$ cat src/rtl/fctv_pkg.sv
`timescale 1ns / 1ps
// ----------------------------------------------------------------------------
// fctv_pkg
// Shared types and constants for the frame checksum and topic validator.
// ----------------------------------------------------------------------------
package fctv_pkg;

  localparam int MAX_FRAME   = 1023;
  localparam int TOPIC_SLOTS = 4;
  localparam int HEADER_LEN  = 26;
  localparam int SUM_FIRST   = 2;

  localparam int POS_W   = $clog2(MAX_FRAME + 1);
  localparam int DATA_W  = 8;
  localparam int TOPIC_W = 32;
  localparam int LEN_W   = 16;
  localparam int SUM_W   = 16;
  localparam int MASK_W  = 4;
  localparam int CFG_IDX_W  = 3;
  localparam int CFG_DATA_W = 32;
  localparam int NEED_W  = LEN_W + 1;

  // byte positions of the header fields
  localparam logic [POS_W-1:0] POS_CSUM_HI    = POS_W'(0);
  localparam logic [POS_W-1:0] POS_CSUM_LO    = POS_W'(1);
  localparam logic [POS_W-1:0] POS_TOPIC_FST  = POS_W'(18);
  localparam logic [POS_W-1:0] POS_TOPIC_LST  = POS_W'(21);
  localparam logic [POS_W-1:0] POS_LEN_HI     = POS_W'(24);
  localparam logic [POS_W-1:0] POS_LEN_LO     = POS_W'(25);

  typedef enum logic [CFG_IDX_W-1:0] {
    CFG_CHECK_EN   = 3'd0,
    CFG_TOPIC_MASK = 3'd1,
    CFG_SLOT0      = 3'd2,
    CFG_SLOT1      = 3'd3,
    CFG_SLOT2      = 3'd4,
    CFG_SLOT3      = 3'd5
  } cfg_idx_t;

  typedef struct packed {
    logic check_en;
    logic topic_known;
  } cfg_status_t;

endpackage

$ cat src/rtl/fctv_cfg_regs.sv
`timescale 1ns / 1ps
// ----------------------------------------------------------------------------
// fctv_cfg_regs
// Configuration registers and the topic slot match.
// ----------------------------------------------------------------------------
module fctv_cfg_regs
  import fctv_pkg::*;
(
  input  logic                  clk,
  input  logic                  rst_n,
  input  logic                  cfg_we,
  input  logic [CFG_IDX_W-1:0]  cfg_index,
  input  logic [CFG_DATA_W-1:0] cfg_wdata,
  input  logic [TOPIC_W-1:0]    topic,
  output cfg_status_t           status
);

  logic                check_en_r;
  logic [MASK_W-1:0]   mask_r;
  logic [TOPIC_W-1:0]  slot_r [TOPIC_SLOTS];
  logic [CFG_IDX_W-1:0] slot_off;
  logic [1:0]          slot_sel;
  logic                known;

  assign slot_off = cfg_index - CFG_SLOT0;
  assign slot_sel = slot_off[1:0];

  always_ff @(posedge clk) begin
    if (!rst_n) begin
      check_en_r <= 1'b1;
      mask_r     <= '0;
      for (int i = 0; i < TOPIC_SLOTS; i++) begin
        slot_r[i] <= '0;
      end
    end else if (cfg_we) begin
      unique case (cfg_index) inside
        CFG_CHECK_EN:   check_en_r <= cfg_wdata[0];
        CFG_TOPIC_MASK: mask_r     <= cfg_wdata[MASK_W-1:0];
        CFG_SLOT0, CFG_SLOT1, CFG_SLOT2, CFG_SLOT3: begin
          for (int i = 0; i < TOPIC_SLOTS; i++) begin
            if (slot_sel == 2'(i)) begin
              slot_r[i] <= cfg_wdata[TOPIC_W-1:0];
            end
          end
        end
        default: ;
      endcase
    end
  end

  always_comb begin
    known = 1'b0;
    for (int i = 0; i < TOPIC_SLOTS; i++) begin
      if (mask_r[i] && (slot_r[i] == topic)) begin
        known = 1'b1;
      end
    end
  end

  assign status.check_en    = check_en_r;
  assign status.topic_known = known;

endmodule

$ cat config.mk
export PLATFORM = sky130hd
export DESIGN_NAME = fctv_cfg_regs
export DESIGN_NICKNAME = d
export VERILOG_FILES = /design/src/rtl/fctv_pkg.sv /design/src/rtl/fctv_cfg_regs.sv
export SDC_FILE = /design/constraint.sdc
export NUM_CORES = 1
export LEC_CHECK = 0
export BUFFER_PORTS_ARGS = -buffer_cell sky130_fd_sc_hd__buf_4
export CAP_MARGIN = 5
export CORE_MARGIN = 5
export CORE_UTILIZATION = 30
export DETAILED_ROUTE_END_ITERATION = 8
export SLEW_MARGIN = 30
export SYNTH_ARGS = -nofsm -noshare
export SYNTH_HDL_FRONTEND = slang
export SYNTH_SLANG_ARGS = --single-unit
$ cat constraint.sdc
create_clock -name clk -period 4.4 [get_ports clk]
set_clock_uncertainty 0.05 [all_clocks]
set_input_delay 0.88 -clock clk [delete_from_list [all_inputs] [get_ports clk]]
set_output_delay 0.88 -clock clk [all_outputs]
set_load 0.01 [all_outputs]
* Word-level counts from Yosys, hierarchy flattened
Memory sizes are Yosys's and may differ from the RTL's.
Index checks and enable logic that the tools add are counted.
** Word-level totals
- Register bits :: 5
- Memory bits (writable) :: 128
- Input bits :: 70
- Word-level logic and storage cells :: 58
- Memories :: 1
** Memories
- slot_r :: words 4, width 32, rd ports 4, clocked after memory_dff 0, write ports 4, line fctv_cfg_regs.sv:20 : logic [TOPIC_W-1:0] slot_r [TOPIC_SLOTS];
** Cells by class
- $add $sub $neg :: 1
- Equality and inequality tests :: 12
- Multiplexer cells :: 29
- Bitwise gates (word level) :: 4
- Reductions and logical operators :: 9
** Operator list (count)
- 32-bit equality test :: 4
- 32-bit 2-to-1 mux :: 4
- 1-bit 2-to-1 mux :: 25
- 3-bit by 2-bit equality test with 1-bit output, second input constant :: 2
- 3-bit equality test, second input constant :: 2
- 2-bit equality test, second input constant :: 2
- 1-bit logical AND :: 4
- 1-bit OR :: 4
- 2-bit AND reduction :: 2
- 4-bit OR reduction :: 1
- 3-bit by 1-bit equality test with 1-bit output, second input constant :: 1
- 3-bit zero test :: 1
- 2-bit by 1-bit equality test with 1-bit output, second input constant :: 1
- 2-bit zero test :: 1
- 2-bit subtractor, second input constant :: 1

* Longest topological paths before layout
- Depth after elaboration :: 8
- Gate-level depth with buffers :: 6
- Mapped depth without buffers :: 5

* Worst setup path before layout
OpenSTA, ideal clock, no wires.
- Path type :: input -> register
- Start point :: input cfg_index[2]
- End point :: memory slot_r[0][0], enable pin
- Arrival :: 3375 ps
- Data required time :: 3884 ps
- Slack :: 509 ps
- Stages on the path :: 2
- Path buffers :: 0
- Cell sequence :: nand3b_1 > o21ai_0
** RTL lines
- from (decl) :: line fctv_cfg_regs.sv:12 : input logic [CFG_IDX_W-1:0] cfg_index,
- to (decl) :: line fctv_cfg_regs.sv:20

==> flow_metrics.tcl <==
set metrics [dict create \
    vdd_drop_max_mv 0.253 \
    drv_slew 0 \
    drc_errors 0 \
    cp-start-kind "input port" \
    cts_buffer_depth 2 \
    slowest_stage "nor4_1" \
    dr.pass1.iters 4 \
    synthToLayoutAreaGrowth_pct 24.4 \
    cp_data_required_time_ns 3.47 \
    dieArea_um2 24300 \
    io_pins 72 \
    drive_gt1_share_pct 20.0 \
    grt_pass1_wl_um 25000 \
    setup_viol_count_final 0 \
    place_congestion 0.810 \
    syn_nets 548 \
    setup.worst_path.class "input port to primary output" \
    swShare_pct 22.2 \
    grt_use_met1_pct 18.9 \
    cts_tree "yes" \
    max_freq_ghz 0.297 \
    grt_overflow 0 \
    path_buf_inv 2 \
    row_count 53 \
    relSlewSlack_pct 41.7 \
    syn_area_um2 6390 \
    crit_path_end_kind "primary output" \
    start_util_pct 30.4 \
    vias_per_cell 4.48 \
    dpl.hpwl_um 11900 \
    max_stage_delay_ns 0.58 \
    tns_ns 0 \
    grt_pass1_vias 3997 \
    grt_usage_pct 14.1 \
    num_vias 3806 \
    coreArea_um2 21000 \
    clkPwrFrac_pct 45.8 \
    p_leak_nw 2.97 \
    grt_use_met2_pct 22.5 \
    wirelength_um 16400 \
    synthTopCellsByCount "and2_1, edfxtp_1, xor2_1" \
    clock_sinks 133 \
    busiest_layer "met2" \
    crit_arrival_ns 2.44 \
    status "completed" \
    seq_power_share_pct 45.4 \
    grt_max_degree 33 \
    yosys_most_used_dff "edfxtp_1" \
    internal-power_w 0.00258 \
    cap_violations 0 \
    dpl.cell_count 817 \
    cts_setup_buffers 0 \
    antenna_found_initial 0 \
    antennaDiodeCount 0 \
    instances_no_fill 849 \
    ys_seq_elements 133 \
    holdWs_ns 0.438 \
    power_w 0.00332 \
    synth_area_per_cell_um2 13.4 \
    hold_buffers 0 \
    fp.dieH_um 156 \
    period_needed_ns 3.37 \
    layout.nets 631 \
    fillCellCount 2018 \
    synth_top_cell_area_share_pct 60.2 \
    p_comb_share_pct 8.8 \
    path_cells "buf_4 > xor2_1 > nor4_1 > nand4_1 > nor3_1 > or4_1 > buf_4" \
    seq_area_frac_synth_pct 61.7 \
    ys_top_cells_by_area "edfxtp_1, xor2_1, and2_1, nor4_1, dfxtp_1" \
    htreeDepth 4 \
    clk_latency_ns 0.42 \
    clk_pin_slew_ns 0.06 \
    clockRootBuffer "clkbuf_16" \
    hold_class "flip-flop to flip-flop" \
    async_reset_ff_share_pct 0 \
    antenna_left 0 \
    wl_per_cell_um 19.4 \
    final_core_utilization_pct 37.8 \
    critPathTopFamily "simple AND/OR/NAND/NOR gates" \
    cts_buffers 17 \
    rsz0062_at_grt "no" \
    fin_crit_sh_pct 76.5 \
    pwr_density_cell_nw_per_um2 417 \
    ys_warn_count 0 \
    grtUsageMet3_pct 3.72 \
    r2r_setup_slack_ns 3.70 \
    hold_viol_final 0 \
    first_iter_violations 264 \
    synth_cell_types 21 \
    crit_path_frequent_cell "buf_4" \
    switching_power_w 0.000738 \
    crit_fanout 4 \
    fp.dieW_um 156 \
    io_buffers 71 \
    worst_slew_pin_slew_ns 0.871 \
    synthCells 478 \
    yosysTopAreaCell "edfxtp_1" \
    post_cts_resized 0 \
    synth_edf_count 128 \
]
[final cells by class]
type	instances	area (um^2)	area share [%]
Clock buffer	20	467	5.87
Clock inverter	12	175	2.20
Inverter	1	3.75	0.0472
Multi-Input combinational cell	329	2420	30.5
Sequential cell	133	3940	49.6
Tap cell	275	344	4.33
Timing Repair Buffer	79	593	7.46
[registers in the layout, summed over array words and instances (netlist names)]
name and count:
check_en_r 1, slot_r 128, mask_r 4
[cells by family (layout without fill, tap and decap cells)]
| logic type | count (synthesis) | in the layout | share of synthesized area (%) |
|---|---|---|---|
| simple gates | 192 | 192 | 18.6 |
| flops | 133 | 133 | 61.7 |
| xor+xnor | 128 | 128 | 17.5 |
| buf+inv | 16 | 112 | 1.06 |
| mux | 5 | 5 | 0.783 |
| compound gates | 4 | 4 | 0.313 |
[final timing paths]
kind | startpoint | cells after the start | endpoint
worst max-delay path | topic[16] | 7 | status[0]
worst min-delay path | check_en_r | 2 | check_en_r
worst max register to register | mask_r[1] | 2 | mask_r[1]
worst min register to register | check_en_r | 2 | check_en_r
[through the flow]
stage,worst slack (ns),instance area (um^2)
after floorplan,0.509,6390
after global placement,0.971,7310
after detailed placement,0.998,7310
after CTS,0.990,7950
after global routing,0.953,7950
final,1.03,7950
[power by group through the flow]
| stage | sequential, W | clock, W | combinational, W |
|---|---|---|---|
| final | 0.00151 | 0.00152 | 0.000293 |
| after global routing | 0.00151 | 0.00160 | 0.000317 |
| after CTS | 0.00151 | 0.00154 | 0.000298 |
| after detailed placement | 0.00153 | 0 | 0.000296 |
| after global placement | 0.00153 | 0 | 0.000295 |
| after floorplan | 0.00153 | 0 | 0.000131 |
[placed cells by master, fill, tap and decap left out, drive strengths merged]
cell,count
nand4,4
inv,2
edfxtp,128
nand3,8
clkbuf,20
nand3b,2
and2,128
dfxtp,5
buf,79
nand2,3
mux2i,5
nor2,4
clkinvlp,5
nor2b,4
nor4,28
bufinv,4
o21ai,4
xor2,124
nor3,8
xnor2,4
nor4b,2
clkinv,2
or4,1
[tightest hold or removal path: cells and delay by family, from the launching register on]
family / cells / cell delay, ns
AND/OR/NAND/NOR: 1 / 0.06
flip-flops: 1 / 0.33
multiplexers: 1 / 0.07
[layer usage]
| layer | up-vias | wire (um) |
|---|---|---|
| li1 | 1829 | - |
| met1 | 1840 | 7340 |
| met2 | 122 | 7990 |
| met3 | 15 | 928 |
| met4 | 0 | 182 |
| met5 | - | 0 |
(Power assumes the default switching activity.)
